## src/design/dvl_pkg.sv

```systemverilog
// Shared types and constants for the velocity-log datagram parser.
// No dependencies; imported by every module of the block.
package dvl_pkg;

   localparam int DEFAULT_MAX_FRAMES = 4;

   // Bytes ahead of the offset table: sync, header, size (two), spare, count.
   localparam int HEADER_LEN = 6;

   localparam logic [7:0]  SYNC_BYTE_RST   = 8'h7f;
   localparam logic [7:0]  HEADER_BYTE_RST = 8'h7f;
   localparam logic [15:0] VEL_ID_RST      = 16'h0358;
   localparam logic [15:0] RANGE_ID_RST    = 16'h0458;

   localparam int CSR_IDX_W  = 2;
   localparam int CSR_DATA_W = 16;

   typedef enum logic [CSR_IDX_W-1:0] {
      CSR_SYNC_BYTE   = 2'd0,
      CSR_HEADER_BYTE = 2'd1,
      CSR_VEL_ID      = 2'd2,
      CSR_RANGE_ID    = 2'd3
   } csr_idx_type;

   typedef enum logic [3:0] {
      PH_SYNC    = 4'd0,
      PH_HEADER  = 4'd1,
      PH_SIZE_LO = 4'd2,
      PH_SIZE_HI = 4'd3,
      PH_SPARE   = 4'd4,
      PH_COUNT   = 4'd5,
      PH_OFFSETS = 4'd6,
      PH_WAIT    = 4'd7,
      PH_ID_LO   = 4'd8,
      PH_VEL_SB  = 4'd9,
      PH_VEL_FW  = 4'd10,
      PH_VEL_UP  = 4'd11,
      PH_RANGE   = 4'd12
   } phase_type;

   typedef struct packed {
      logic [7:0]  sync_byte;
      logic [7:0]  header_byte;
      logic [15:0] vel_id;
      logic [15:0] range_id;
   } cfg_type;

   typedef struct packed {
      logic signed [31:0] vel_starboard;
      logic signed [31:0] vel_forward;
      logic signed [31:0] vel_upward;
      logic signed [31:0] bottom_range;
      logic [31:0]        update_count;
   } result_type;

endpackage

```

## src/design/dvl_parser.sv

```systemverilog
// Byte-wide datagram parser: phase machine, offset table and held values.
// Depends on dvl_pkg.
module dvl_parser #(
   parameter int MAX_FRAMES = dvl_pkg::DEFAULT_MAX_FRAMES
) (
   input  logic               clock,
   input  logic               reset,
   input  logic               byte_valid,
   input  logic [7:0]         rx_byte,
   input  dvl_pkg::cfg_type   cfg,
   output logic               res_valid,
   output dvl_pkg::result_type res
);
   import dvl_pkg::*;

   localparam int CNT_W = $clog2(MAX_FRAMES + 1);
   localparam int IDX_W = (MAX_FRAMES > 1) ? $clog2(MAX_FRAMES) : 1;
   localparam int OBI_W = CNT_W + 1;

   phase_type          phase_ff, phase_in;
   logic [CNT_W-1:0]   total_ff, total_in;
   logic [15:0]        offsets_ff [MAX_FRAMES];
   logic [OBI_W-1:0]   obi_ff, obi_in;
   logic [15:0]        pos_ff, pos_in;
   logic [CNT_W-1:0]   nfi_ff, nfi_in;
   logic [7:0]         fid_hi_ff, fid_hi_in;
   logic [1:0]         vbi_ff, vbi_in;
   logic [31:0]        held_ff [4];
   logic [31:0]        count_ff, count_in;

   logic               hdr_ok, count_bad, offsets_last, wait_done, wait_hit;
   logic               is_vel, is_range, is_value, value_last;
   logic [15:0]        fid_word;
   logic [CNT_W-1:0]   slot;
   logic [1:0]         held_sel;
   logic [31:0]        held_new;
   logic [OBI_W:0]     obi_next;

   assign hdr_ok       = (rx_byte == cfg.header_byte);
   assign count_bad    = (rx_byte == 8'd0) || (rx_byte > 8'(MAX_FRAMES));
   assign obi_next     = {1'b0, obi_ff} + (OBI_W+1)'(1);
   assign offsets_last = obi_next >= {1'b0, total_ff, 1'b0};
   assign slot         = obi_ff[OBI_W-1:1];
   assign wait_done    = (nfi_ff >= total_ff);
   assign wait_hit     = (pos_ff == offsets_ff[nfi_ff[IDX_W-1:0]]);
   assign fid_word     = {fid_hi_ff, rx_byte};
   assign is_vel       = (fid_word == cfg.vel_id);
   assign is_range     = (fid_word == cfg.range_id);
   assign value_last   = (vbi_ff == 2'd3);

   always_comb begin
      is_value = 1'b1;
      held_sel = 2'd0;
      case (phase_ff)
         PH_VEL_SB: held_sel = 2'd0;
         PH_VEL_FW: held_sel = 2'd1;
         PH_VEL_UP: held_sel = 2'd2;
         PH_RANGE:  held_sel = 2'd3;
         default:   is_value = 1'b0;
      endcase
   end

   // Little-endian assembly: the first byte clears the upper lanes.
   always_comb begin
      held_new = held_ff[held_sel];
      if (vbi_ff == 2'd0) begin
         held_new = {24'd0, rx_byte};
      end else begin
         for (int k = 1; k < 4; k++) begin
            if (vbi_ff == 2'(k)) begin
               held_new[k*8 +: 8] = rx_byte;
            end
         end
      end
   end

   // Next phase.
   always_comb begin
      phase_in = phase_ff;
      unique case (phase_ff)
         PH_SYNC:    if (rx_byte == cfg.sync_byte) phase_in = PH_HEADER;
         PH_HEADER:  phase_in = hdr_ok ? PH_SIZE_LO : PH_SYNC;
         PH_SIZE_LO: phase_in = PH_SIZE_HI;
         PH_SIZE_HI: phase_in = PH_SPARE;
         PH_SPARE:   phase_in = PH_COUNT;
         PH_COUNT:   phase_in = count_bad ? PH_SYNC : PH_OFFSETS;
         PH_OFFSETS: if (offsets_last) phase_in = PH_WAIT;
         PH_WAIT: begin
            if (wait_done) begin
               phase_in = PH_SYNC;
            end else if (wait_hit) begin
               phase_in = PH_ID_LO;
            end
         end
         PH_ID_LO: begin
            if (is_vel) begin
               phase_in = PH_VEL_SB;
            end else if (is_range) begin
               phase_in = PH_RANGE;
            end else begin
               phase_in = PH_WAIT;
            end
         end
         PH_VEL_SB:  if (value_last) phase_in = PH_VEL_FW;
         PH_VEL_FW:  if (value_last) phase_in = PH_VEL_UP;
         PH_VEL_UP:  if (value_last) phase_in = PH_WAIT;
         PH_RANGE:   if (value_last) phase_in = PH_SYNC;
         default:    phase_in = PH_SYNC;
      endcase
   end

   // Counters, indexes and the result.
   always_comb begin
      total_in  = total_ff;
      obi_in    = obi_ff;
      pos_in    = pos_ff;
      nfi_in    = nfi_ff;
      fid_hi_in = fid_hi_ff;
      vbi_in    = vbi_ff;
      count_in  = count_ff;
      res_valid = 1'b0;
      res.vel_starboard = held_ff[0];
      res.vel_forward   = held_ff[1];
      res.vel_upward    = held_ff[2];
      res.bottom_range  = held_new;
      res.update_count  = count_ff + 32'd1;
      case (phase_ff)
         PH_COUNT: begin
            total_in = rx_byte[CNT_W-1:0];
            obi_in   = '0;
         end
         PH_OFFSETS: begin
            if (offsets_last) begin
               pos_in = 16'(HEADER_LEN) + 16'({total_ff, 1'b0});
               nfi_in = '0;
            end else begin
               obi_in = obi_next[OBI_W-1:0];
            end
         end
         PH_WAIT: begin
            if (!wait_done) begin
               pos_in = pos_ff + 16'd1;
               if (wait_hit) begin
                  fid_hi_in = rx_byte;
                  nfi_in    = nfi_ff + CNT_W'(1);
               end
            end
         end
         PH_ID_LO: begin
            pos_in = pos_ff + 16'd1;
            vbi_in = 2'd0;
         end
         default: begin
            if (is_value) begin
               pos_in = pos_ff + 16'd1;
               vbi_in = value_last ? 2'd0 : vbi_ff + 2'd1;
               if (phase_ff == PH_RANGE && value_last) begin
                  res_valid = 1'b1;
                  count_in  = count_ff + 32'd1;
               end
            end
         end
      endcase
      if (!byte_valid) begin
         res_valid = 1'b0;
      end
   end

   always_ff @(posedge clock) begin
      if (reset) begin
         phase_ff  <= PH_SYNC;
         total_ff  <= '0;
         obi_ff    <= '0;
         pos_ff    <= '0;
         nfi_ff    <= '0;
         fid_hi_ff <= '0;
         vbi_ff    <= '0;
         count_ff  <= '0;
         for (int k = 0; k < 4; k++) begin
            held_ff[k] <= '0;
         end
      end else if (byte_valid) begin
         phase_ff  <= phase_in;
         total_ff  <= total_in;
         obi_ff    <= obi_in;
         pos_ff    <= pos_in;
         nfi_ff    <= nfi_in;
         fid_hi_ff <= fid_hi_in;
         vbi_ff    <= vbi_in;
         count_ff  <= count_in;
         if (is_value) begin
            held_ff[held_sel] <= held_new;
         end
      end
   end

   // Offset table: no reset, every entry is written before it is compared.
   always_ff @(posedge clock) begin
      if (byte_valid && phase_ff == PH_OFFSETS) begin
         if (!obi_ff[0]) begin
            offsets_ff[slot[IDX_W-1:0]] <= {8'd0, rx_byte};
         end else begin
            offsets_ff[slot[IDX_W-1:0]][15:8] <= rx_byte;
         end
      end
   end

endmodule

```

## src/design/dvl_out_buf.sv

```systemverilog
// Two-entry result buffer: output register plus skid register.
// Depends on dvl_pkg.
module dvl_out_buf (
   input  logic                clock,
   input  logic                reset,
   input  logic                push,
   input  dvl_pkg::result_type push_data,
   output logic                full,
   output logic                out_valid,
   input  logic                out_stall,
   output dvl_pkg::result_type out_data
);
   import dvl_pkg::*;

   logic       out_valid_ff, out_valid_in;
   logic       skid_valid_ff, skid_valid_in;
   result_type out_ff, out_in;
   result_type skid_ff, skid_in;
   logic       pop;

   assign pop       = out_valid_ff && !out_stall;
   assign full      = skid_valid_ff;
   assign out_valid = out_valid_ff;
   assign out_data  = out_ff;

   always_comb begin
      out_valid_in  = out_valid_ff;
      skid_valid_in = skid_valid_ff;
      out_in        = out_ff;
      skid_in       = skid_ff;
      if (skid_valid_ff) begin
         // No push can arrive while the skid entry is occupied.
         if (pop) begin
            out_in        = skid_ff;
            skid_valid_in = 1'b0;
         end
      end else if (push) begin
         if (!out_valid_ff || pop) begin
            out_in       = push_data;
            out_valid_in = 1'b1;
         end else begin
            skid_in       = push_data;
            skid_valid_in = 1'b1;
         end
      end else if (pop) begin
         out_valid_in = 1'b0;
      end
   end

   always_ff @(posedge clock) begin
      if (reset) begin
         out_valid_ff  <= 1'b0;
         skid_valid_ff <= 1'b0;
      end else begin
         out_valid_ff  <= out_valid_in;
         skid_valid_ff <= skid_valid_in;
      end
   end

   always_ff @(posedge clock) begin
      out_ff  <= out_in;
      skid_ff <= skid_in;
   end

endmodule

```

## src/design/dvl_datagram_velocity_parser_top.sv

```systemverilog
// Top level of the velocity-log datagram parser: configuration registers,
// parser core and result buffer. Depends on dvl_pkg, dvl_parser, dvl_out_buf.
//
//   Channel   Direction  Handshake              Payload
//   req_      in         req_valid / req_stall  req_rx_byte
//   rsp_      out        rsp_valid / rsp_stall  velocities, range, update count
//   csr_      in         csr_wr_en              csr_index, csr_wdata
//
// Each accepted byte beat is parsed in the cycle it is accepted; a result
// from the last range byte is registered in the output or skid entry before
// it shows on rsp_. The sustained rate is one byte per cycle while req_stall
// is low, set by the single parse step between the phase registers and the
// two-entry result buffer. req_stall is raised only while both result entries
// are full, so input beats keep flowing while one finished result waits to
// be taken. Reset is synchronous and active high; it restores the register
// defaults, the sync hunt, the held values and the update count.
module dvl_datagram_velocity_parser_top #(
   parameter int MAX_FRAMES = dvl_pkg::DEFAULT_MAX_FRAMES
) (
   input  logic                              clock,
   input  logic                              reset,
   input  logic                              req_valid,
   output logic                              req_stall,
   input  logic [7:0]                        req_rx_byte,
   output logic                              rsp_valid,
   input  logic                              rsp_stall,
   output logic signed [31:0]                rsp_vel_starboard,
   output logic signed [31:0]                rsp_vel_forward,
   output logic signed [31:0]                rsp_vel_upward,
   output logic signed [31:0]                rsp_bottom_range,
   output logic [31:0]                       rsp_update_count,
   input  logic                              csr_wr_en,
   input  logic [dvl_pkg::CSR_IDX_W-1:0]     csr_index,
   input  logic [dvl_pkg::CSR_DATA_W-1:0]    csr_wdata
);
   import dvl_pkg::*;

   cfg_type    cfg_ff;
   logic       byte_accept;
   logic       res_valid;
   result_type res;
   result_type out_data;
   logic       buf_full;

   // Configuration registers; each write keeps only the register's width.
   always_ff @(posedge clock) begin
      if (reset) begin
         cfg_ff.sync_byte   <= SYNC_BYTE_RST;
         cfg_ff.header_byte <= HEADER_BYTE_RST;
         cfg_ff.vel_id      <= VEL_ID_RST;
         cfg_ff.range_id    <= RANGE_ID_RST;
      end else if (csr_wr_en) begin
         unique case (csr_idx_type'(csr_index))
            CSR_SYNC_BYTE:   cfg_ff.sync_byte   <= csr_wdata[7:0];
            CSR_HEADER_BYTE: cfg_ff.header_byte <= csr_wdata[7:0];
            CSR_VEL_ID:      cfg_ff.vel_id      <= csr_wdata;
            CSR_RANGE_ID:    cfg_ff.range_id    <= csr_wdata;
            default: begin
            end
         endcase
      end
   end

   assign req_stall   = buf_full;
   assign byte_accept = req_valid && !buf_full;

   dvl_parser #(
      .MAX_FRAMES (MAX_FRAMES)
   ) u_parser (
      .clock      (clock),
      .reset      (reset),
      .byte_valid (byte_accept),
      .rx_byte    (req_rx_byte),
      .cfg        (cfg_ff),
      .res_valid  (res_valid),
      .res        (res)
   );

   dvl_out_buf u_out_buf (
      .clock     (clock),
      .reset     (reset),
      .push      (res_valid),
      .push_data (res),
      .full      (buf_full),
      .out_valid (rsp_valid),
      .out_stall (rsp_stall),
      .out_data  (out_data)
   );

   assign rsp_vel_starboard = out_data.vel_starboard;
   assign rsp_vel_forward   = out_data.vel_forward;
   assign rsp_vel_upward    = out_data.vel_upward;
   assign rsp_bottom_range  = out_data.bottom_range;
   assign rsp_update_count  = out_data.update_count;

endmodule

```

## config.mk

```make
export PLATFORM = sky130hd
export DESIGN_NAME = dvl_datagram_velocity_parser_top
export DESIGN_NICKNAME = d
export VERILOG_FILES = /design/src/design/dvl_pkg.sv /design/src/design/dvl_parser.sv /design/src/design/dvl_out_buf.sv /design/src/design/dvl_datagram_velocity_parser_top.sv
export SDC_FILE = /design/constraint.sdc
export NUM_CORES = 1
export LEC_CHECK = 0
export BUFFER_PORTS_ARGS = -buffer_cell sky130_fd_sc_hd__buf_4
export CAP_MARGIN = 25
export CORE_MARGIN = 2
export CORE_UTILIZATION = 50
export CTS_BUF_LIST = sky130_fd_sc_hd__clkbuf_4 sky130_fd_sc_hd__clkbuf_8
export CTS_CLUSTER_DIAMETER = 50
export DETAILED_ROUTE_END_ITERATION = 8
export HOLD_SLACK_MARGIN = 0.06
export PLACE_DENSITY = 0.78
export SETUP_SLACK_MARGIN = 0.15
export SLEW_MARGIN = 10
export SYNTH_ARGS = -nofsm -noshare
export SYNTH_HDL_FRONTEND = slang
export SYNTH_SLANG_ARGS = --single-unit
```

## constraint.sdc

```tcl
create_clock -name clock -period 11.15 [get_ports clock]
set_input_delay 0.5575 -clock clock [delete_from_list [all_inputs] [get_ports clock]]
set_output_delay 0.5575 -clock clock [all_outputs]
set_load 0.01 [all_outputs]
```

== Word level (Yosys, flattened, before mapping) ==
Memory sizes are Yosys's and may differ from the RTL's. A register that Yosys moved wholly into a read port is not among the register bits.
Cells that the tools add are included.
W data, S select, Z words.

* Memory bits (writable): 192
* Register bits after elaboration: 442
* Word-level logic and storage cells: 182
* Output and inout bits: 162
* Memories: 2

* Bitwise operators: 7
* Equality and inequality tests: 35
* Reductions and logical operators: 39
* Muxes and demuxes: 66
* Magnitude comparators: 3
* $add $sub $neg: 6

{| class="wikitable"
|+ Memories
! memory !! depth !! width !! read ports !! clocked after Yosys merged registers in !! wr ports !! line !! source
|-
| u_parser.held_ff || 4 || 32 || 4 || 0 || 4 || dvl_parser.sv:28 || <nowiki>logic [31:0] held_ff [4];</nowiki>
|-
| u_parser.offsets_ff || 4 || 16 || 1 || 1 || 1 || dvl_parser.sv:22 || <nowiki>logic [15:0] offsets_ff [MAX_FRAMES];</nowiki>
|}

{| class="wikitable"
|+ Operators with widths
! cell !! number
|-
| $mux W160 || 4
|-
| $pmux W16 S4 || 1
|-
| $pmux W4 S13 || 1
|-
| $eq A16 B16 Y1 || 3
|-
| $mux W16 || 3
|-
| $mux W4 || 11
|-
| $mux W8 || 5
|-
| $add A32 B1 Y32 const B || 1
|-
| $mux W32 || 1
|-
| $reduce_or A32 Y1 || 1
|-
| $mux W1 || 25
|-
| $mux W24 || 1
|-
| $eq A4 B4 Y1 const B || 5
|-
| $add A16 B1 Y16 const B || 1
|-
| $eq A4 B3 Y1 const B || 4
|-
| $eq A8 B8 Y1 || 2
|-
| $ne A2 B1 Y1 const B || 8
|-
| $reduce_and A3 Y1 || 5
|-
| $mux W2 || 6
|-
| $mux W3 || 4
|-
| $reduce_bool A2 Y1 || 6
|-
| $reduce_and A2 Y1 || 5
|-
| $reduce_and A5 Y1 || 2
|-
| $eq A2 B2 Y1 const B || 4
|-
| other kinds (29) || 47
|}

== Logic depth before layout (Yosys ltp) ==
Gate-level depths: netlist of the first run.

* Depth in word-level cells: 9
* Depth in mapped cells: 11
* Gate-level depth less buffers: 10

== By module ==
A second synthesis of the first run with hierarchy kept.

* Cells, all modules: 1824
* Area total of the unflattened synthesis: 26822.0 µm²

{| class="wikitable"
|+ By module, submodules not included
! module !! seq. area each (µm²) !! cells an instance !! times used !! area an instance (µm²)
|-
| dvl_parser || 7247.0 || 1127 || 1 || 13168.9
|-
| dvl_out_buf || 9649.3 || 510 || 1 || 11732.5
|-
| dvl_datagram_velocity_parser_top || 960.9 || 187 || 1 || 1920.6
|}

== Least setup slack after synthesis of the first run ==
OpenSTA, ideal clock, no wires.

* Path type: input -> register
* From: input req_valid
* To: register u_out_buf.out_ff, in the netlist u_out_buf.out_data[0] (enable)
* Setup slack: 0.980 ns
* Library setup time: 0.733 ns
* Arrival time: 9.437 ns
* Stages on the path: 9
* Cell sequence: nor2b_1 clkbuf_8 nand2_1 nor2_1 and2_1 clkbuf_1 clkbuf_1 a21oi_1 a21oi_1

* Word-level cells in the longest chain between the ends: 4

{| class="wikitable"
|+ RTL lines
! element !! line !! source
|-
| from (decl) || dvl_datagram_velocity_parser_top.sv:22 || <nowiki>input logic req_valid,</nowiki>
|-
| $logic_and A1 B1 Y1 || dvl_datagram_velocity_parser_top.sv:65 || <nowiki>assign byte_accept = req_valid && !buf_full;</nowiki>
|-
| $mux W1 || dvl_parser.sv:164 || <nowiki>if (!byte_valid) begin</nowiki>
|-
| $reduce_bool A2 Y1 (no line) || - ||
|-
| $reduce_and A3 Y1 (no line) || - ||
|-
| to (signal assigned) || dvl_out_buf.sv:61 || <nowiki>out_ff <= out_in;</nowiki>
|-
| to (decl) || dvl_out_buf.sv:17 || <nowiki>result_type out_ff, out_in;</nowiki>
|}

No other way between the ends.
A chain may end at the register's enable or synchronous reset.

== Final worst setup path of the first run ==
* From: register u_out_buf.skid_valid_ff (netlist: u_out_buf.full)
* To: register u_out_buf.out_ff, in the netlist u_out_buf.out_data[138] (enable)

* Word-level cells in the longest chain between the ends: 5

{| class="wikitable"
|+ RTL lines
! element !! line !! source
|-
| from (decl) || dvl_out_buf.sv:16 || <nowiki>logic skid_valid_ff, skid_valid_in;</nowiki>
|-
| from (signal assigned) || dvl_out_buf.sv:56 || <nowiki>skid_valid_ff <= skid_valid_in;</nowiki>
|-
| $logic_not A1 Y1 || dvl_datagram_velocity_parser_top.sv:65 ||
|-
| $logic_and A1 B1 Y1 || dvl_datagram_velocity_parser_top.sv:65 ||
|-
| $mux W1 || dvl_parser.sv:164 ||
|-
| $reduce_bool A2 Y1 (no line) || - ||
|-
| $reduce_and A3 Y1 (no line) (*) || - ||
|}

Mark *: on every way between the ends. The rest lies on a longest branch, timed or not.

==> results.md, run 1 <==
- Status: completed
- Tcrit/Tclk final: about two fifths
- PortBufs: roughly 190
- Routed len/inst: 21.0 µm
- Most frequent cells in the layout: edfxtp_1, buf_4, nand2_1, mux2_2, nor2_1
- Crit Path Category: reg -> reg
- Layout cells sized above 1: between 20% and 30%
- RSZ-0062 raised after global routing: no
- Hold Crit Class: in -> reg
- Period minus WS final: approximately 4.7 ns
- Htree depth: 3
- Fin nets: 2,131
- CTS tree: built
- # setup viols final: 0
- Crit path max fanout: between 70 and 80
- Post-route ant nets: 0
- Post-CTS Setup Bufs: 0
- Placed Cells incl. Taps: between 2,000 and 3,000
- Vias in the first global route: roughly 16,000
- Final-report hold violation count: 0
- Avg Vias per Cell: roughly 5.8
- Area fraction of the dominant cell type after synthesis: about 58%
- Cells after Synth: about 1,900
- Cell mode on critical path: buf_4
- Maximum clock path buffer count: 3
- Synth area leaders: edfxtp_1, dfxtp_1, mux2_2
- Post-Syn Area: 0.0266 mm²
- Layout area overhead: 15.9%
- Net Count, Synth: between 1,500 and 2,000
- Drt pass-1 iters: 5
- Clock latency on the worst-skew pair: roughly 0.7 ns
- Post-Route WL: roughly 60,000 µm
- Clock Skew: between 0.03 and 0.04 ns
- Ys flop type: edfxtp_1
- PostCTS Resize Cnt: 0
- Crit start category: flop
- Dpl hpwl: about 37,000 µm
- DIE AREA: ~0.055 mm²
- Yosys top cell by area: edfxtp_1
- FF-to-FF Start: u_out_buf.full
- Largest stage delay, worst path: approximately 0.84 ns
- Ys Warns: 0
- Highest Clock Rate: roughly 210 MHz
- CP top delay family: buffers and inverters
- CTS clk-pin slew, worst paths: around 0.06 ns
- Leading cell type in the layout, fill and taps excluded: edfxtp_1
- WP data required: 11.47 ns
- Post-synth EDFFs: 512
- Chip Width: between 200 and 250 µm
- Clock sink count: roughly 640
- Async set-or-reset flop fraction in the synthesized netlist: 0%
- Cts-stage hold buffer count: 3
- Cell Rows: 84
- Worst IR drop on VDD: approximately 0.00012 V
- Critical Path End Type: flop
- Initial antenna violation count: 1
- Slew Limit Fails: 0
- # fillers: 4,018
- CTS Root Cell: clkbuf_8
- Leak: between 10 and 15 nW
- Worst-Margin Slew: 1.17 ns
- TritonCTS buffer count: between 100 and 150
- DRC errors left: 0
- Placer Congestion: 0.848
- Seq/Total Area, Yosys: between 60% and 70%
- Number of antenna repair diodes: 0
- Post-Layout Cell Count: about 2,900
- Max-cap violations: 0
- Power Density: between 150 and 200 mW/mm²
- Max_slew headroom: 22.2%
- Worst Path Arrival: between 4 and 5 ns
- First-pass GRT wire length: 90,700 µm
- Synth cell types: 63
- Worst-path cell chain: nor2b_1 -> nand2_1 -> nor2_1 -> and2_1 -> buf_4 -> a21oi_1 -> a21oi_4 -> buf_4 -> buf_4
- Hold path startpoint: csr_wdata[14]
- Critical path startpoint: u_out_buf.full
- Io pins: roughly 190
- Worst Path Buf+Inv: 3
- Vias: roughly 16,000
- Initial Utilization: roughly half
- Largest net degree at the start of global routing: about 190
- Avg Inst Size Synth: between 10 and 15 µm²
- Die Ht: roughly 230 µm
- DRT iter0 DRCs: 1,328
- Setup TNS: 0 ns
- Core ar.: approximately 0.053 mm²
- Slowest CP cell: buf_4
- Total Routing Usage GR: between 20% and 30%
- Global route total overflow: 0
- Synth Register Bits: around 640
==> sequential cells by signal, summed over array words and instances, names as in the netlist, 8 cells and up, named ones only <==
signal and flops:
u_parser.count_ff 32, cfg_ff 48, u_parser.fid_hi_ff 8, u_parser.pos_ff 16, u_out_buf.skid_ff 160, u_parser.offsets_ff 64
u_parser.held_ff 128, u_out_buf.out_data 160
==> synthesized netlist by cell type, types with 7 or more instances <==
cell type and number:
a21oi_1 68, and3_1 22, buf_1 13, buf_2 7, clkbuf_1 90, dfxtp_1 124
edfxtp_1 512, ha_1 15, inv_1 19, inv_2 7, mux2_2 135, mux2i_1 44
mux4_1 9, mux4_2 39, nand2_1 177, nand2b_1 8, nand3_1 43, nand4_1 20
nor2_1 128, nor3_1 113, nor4_1 13, o21ai_0 25, o31ai_1 30, or3_1 16
xnor2_1 67, xor2_1 58
==> per-layer routing <==
metal	routed length, µm	track usage, %	part of all wire [%]
met5	11	0	0.018
met4	1480	8.29	2.5
met3	4480	3.98	7.5
met2	29700	35.6	50
met1	24200	28.7	40
==> final cells by class <==
| type | count | area (µm²) | area share [%] |
|---|---|---|---|
| Multi-Input combinational cell | 1100 | 8160 | 26.5 |
| Clock inverter | 49 | 390 | 1.27 |
| Inverter | 26 | 97.6 | 0.317 |
| Clock buffer | 136 | 1670 | 5.43 |
| Tap cell | 688 | 861 | 2.80 |
| Timing Repair Buffer | 220 | 1750 | 5.67 |
| Sequential cell | 636 | 17900 | 58.0 |
==> worst paths after layout <==
| kind | to | slack (ns) | depth (start not counted) |
|---|---|---|---|
| max | u_out_buf.out_data[138] | 6.49 | 9 |
| min | cfg_ff[30] | 0.12 | 3 |
| max reg2reg | u_out_buf.out_data[138] | 6.49 | 9 |
| min reg2reg | cfg_ff[14] | 0.47 | 2 |
==> cell families (layout without fill, tap and decap cells) <==
group | count (synthesis) | count (layout) | share of synthesized area (%)
multiplexers | 233 | 233 | 11.9
flip-flops | 636 | 636 | 67.2
adder cells (fa/ha/maj) | 15 | 15 | 0.706
buffers and inverters | 144 | 431 | 2.31
AO/OA/AOI/OAI | 151 | 151 | 3.51
XOR/XNOR | 126 | 126 | 4.18
AND/OR/NAND/NOR | 575 | 575 | 10.2
==> through the flow <==
step | total power, mW | worst slack, ns | util, % | instance area, µm² | hold WS [ns]
after floorplan | 2.86 | 0.980 | - | 26600 | 0.440
after global placement | 2.93 | 6.26 | 54.3 | 28600 | 0.447
after detailed placement | 2.95 | 6.12 | 54.4 | 28600 | 0.456
after CTS | 4.96 | 6.48 | 58.4 | 30700 | 0.0720
after global routing | 5.09 | 6.07 | 58.6 | 30800 | 0.0998
final | 4.93 | 6.49 | 58.6 | 30800 | 0.122
==> where the power goes <==
| part | internal (mW) | switching [mW] | leakage [nW] |
|---|---|---|---|
| clock | 1.10 | 0.917 | 1.10 |
| combinational | 0.101 | 0.189 | 3.76 |
| sequential | 2.58 | 0.0390 | 5.73 |
==> worst register-to-register path, stage by stage (launching register included) <==
cell and delay, ns:
dfxtp_4 0.35, nor2b_1 0.50, nand2_1 0.34, nor2_1 0.20
and2_1 0.16, buf_4 0.28, a21oi_1 0.12, a21oi_4 0.63
buf_4 0.75, buf_4 0.87
Note: power is estimated with default switching activity, not from simulation.
==> inputs of run 2 (changes only) <==
Settings changed: PLACE_DENSITY 0.78 to 0.81.
Clock period 11.15 ns to 4 ns, I/O delays scaled along.
==> run 2 against run 1 <==
Utilization rose by 0.71 points. Non-clock buffer count rose by 40. Final cell count rose by 1.2%. Sequential share of layout area fell by 0.70 points. Critical path type unchanged. Critical endpoint is now u_out_buf.out_data[52]. Largest power group unchanged.
==> results.md, run 2 (synthesis results as in run 1) <==
- Maximum clock path buffer count: 3
- Clock latency on the worst-skew pair: 0.71 ns
- Hold Crit Class: in -> reg
- Tcrit/Tclk final: roughly 83%
- Total Routing Usage GR: between 20% and 30%
- Global route total overflow: 0
- Io pins: between 150 and 200
- TritonCTS buffer count: 99
- Final instance area: 0.0312 mm²
- First-pass GRT wire length: about 94,000 µm
- Largest net degree at the start of global routing: 161
- Hold Crit Depth: 4
- Max_slew headroom: between 30% and 40%
- Clock sink count: between 600 and 700
- Core ar.: 0.0526 mm²
- PortBufs: around 190
- Clock Skew: between 0.05 and 0.06 ns
- Psw: 3.15 mW
- CTS tree: built
- Power Internal: 10.6 mW
- Cell Rows: 84
- Worst Path Arrival: 3.71 ns
- Avg Vias per Cell: 5.81
- Period minus WS final: between 3 and 4 ns
- Hold slack final: between 0.2 and 0.3 ns
- Chip Width: ~230 µm
- Leading cell type in the layout, fill and taps excluded: edfxtp_1
- Layout cells sized above 1: between 20% and 30%
- Initial antenna violation count: 0
- Slew Limit Fails: 0
- Power Density: 442 mW/mm²
- Critical Path End Type: flop
- Post-CTS Setup Bufs: 0
- RSZ-0062 raised after global routing: no
- Crit Path Category: reg -> reg
- DRC errors left: 0
- Dpl hpwl: ~38,000 µm
- Post-route ant nets: 0
- Final-report hold violation count: 0
- # fillers: 3,903
- Power share of the clock group: roughly two fifths
- Placer Congestion: around 0.9
- Leak: 10.8 nW
- Setup TNS: 0 ns
- Worst-Margin Slew: between 1 and 1.5 ns
- Layout area overhead: 17.3%
- Max-cap violations: 0
- Initial Utilization: between 50 and 60%
- Post-Route WL: around 60,000 µm
- Fin nets: 2,169
- PostCTS Resize Cnt: 0
- Status: completed
- DIE AREA: between 0.05 and 0.06 mm²
- Most frequent cells in the layout: edfxtp_1, buf_4, nand2_1, mux2_2, nor2_1
- CTS clk-pin slew, worst paths: 0.07 ns
- Dpl cell area: 0.0288 mm²
- Sw Ratio: 22.8%
- Comb pwr share: roughly 6.2%
- Die Ht: between 200 and 250 µm
- Flop pwr share: a little over half
- Drt pass-1 iters: 6
- Placed Cells incl. Taps: around 2,700
- Post-Layout Cell Count: ~2,900
- Vias: 16,800
- Crit start category: flop
- Crit path max fanout: 19
- CTS Root Cell: clkbuf_8
- Htree depth: 3
- WP data required: between 4 and 5 ns
- Worst IR drop on VDD: 0.000262 V
- Number of antenna repair diodes: 0
- Highest Clock Rate: between 300 and 400 MHz
- # setup viols final: 0
- Worst R2R Path Depth: 6
- DRT iter0 DRCs: between 1,000 and 1,500
- Routed len/inst: between 20 and 25 µm
- Vias in the first global route: 16,800
==> run 2: cell count changes in the layout (fill, tap and decap cells not counted), sizes merged <==
cell,delta
inv,-4
dlygate4sd3,+26
buf,+14
clkbuf,+9
clkinv,-11
==> run 2: power groups by stage <==
stage               Clock, mW  Sequential, mW  Combinational [mW]
floorplan                   0            7.40               0.590
global placement            0            7.42               0.771
detailed placement          0            7.43               0.795
CTS                      5.74            7.29               0.824
global route             6.02            7.30               0.921
finish                   5.63            7.29               0.854
==> run 2: per-stage QoR <==
step	utilization, %	total power [mW]	setup WS (ns)
floorplan	-	7.99	-0.445
global placement	54.7	8.19	0.824
detailed placement	54.8	8.22	0.693
CTS	59.2	13.9	0.684
global route	59.3	14.2	0.384
finish	59.3	13.8	0.697
==> run 2: layout make-up <==
cell class	instances	area [µm²]	area share, %
Sequential cell	636	17900	57.3
Tap cell	688	861	2.76
Timing Repair Buffer	260	2110	6.76
Inverter	26	97.6	0.313
Clock buffer	145	1750	5.60
Clock inverter	34	310	0.996
Multi-Input combinational cell	1100	8180	26.3
==> run 2: critical path: stages (launching register included) <==
cell     delay [ns]
dfxtp_1        0.69
xnor2_1        0.18
or3_2          0.47
buf_4          0.49
mux4_2         0.56
mux2i_1        0.47
o31ai_1        0.14
==> run 2: per-layer routing <==
| metal | up-vias | GRT usage [%] | wire length (µm) |
|---|---|---|---|
| met5 | - | 0 | 0 |
| met4 | 0 | 9.10 | 1710 |
| met3 | 126 | 4.43 | 5230 |
| met2 | 807 | 36.2 | 29900 |
| met1 | 8374 | 29.7 | 24600 |
| li1 | 7483 | - | - |
==> run 2: timing repair <==
action                                 CTS  global route
setup endpoints to repair                0             0
hold buffers                            29             0
endpoints found under the hold margin  132             0
==> run 2: path summary, 6_finish.rpt <==
| check | from | to | slack [ns] |
|---|---|---|---|
| setup reg to reg | u_parser.phase_ff[2] | u_out_buf.out_data[52] | 0.70 |
| hold / removal | csr_wdata[8] | cfg_ff[24] | 0.29 |
| hold reg to reg | cfg_ff[39] | cfg_ff[39] | 0.47 |
| setup / recovery | u_parser.phase_ff[2] | u_out_buf.out_data[52] | 0.70 |
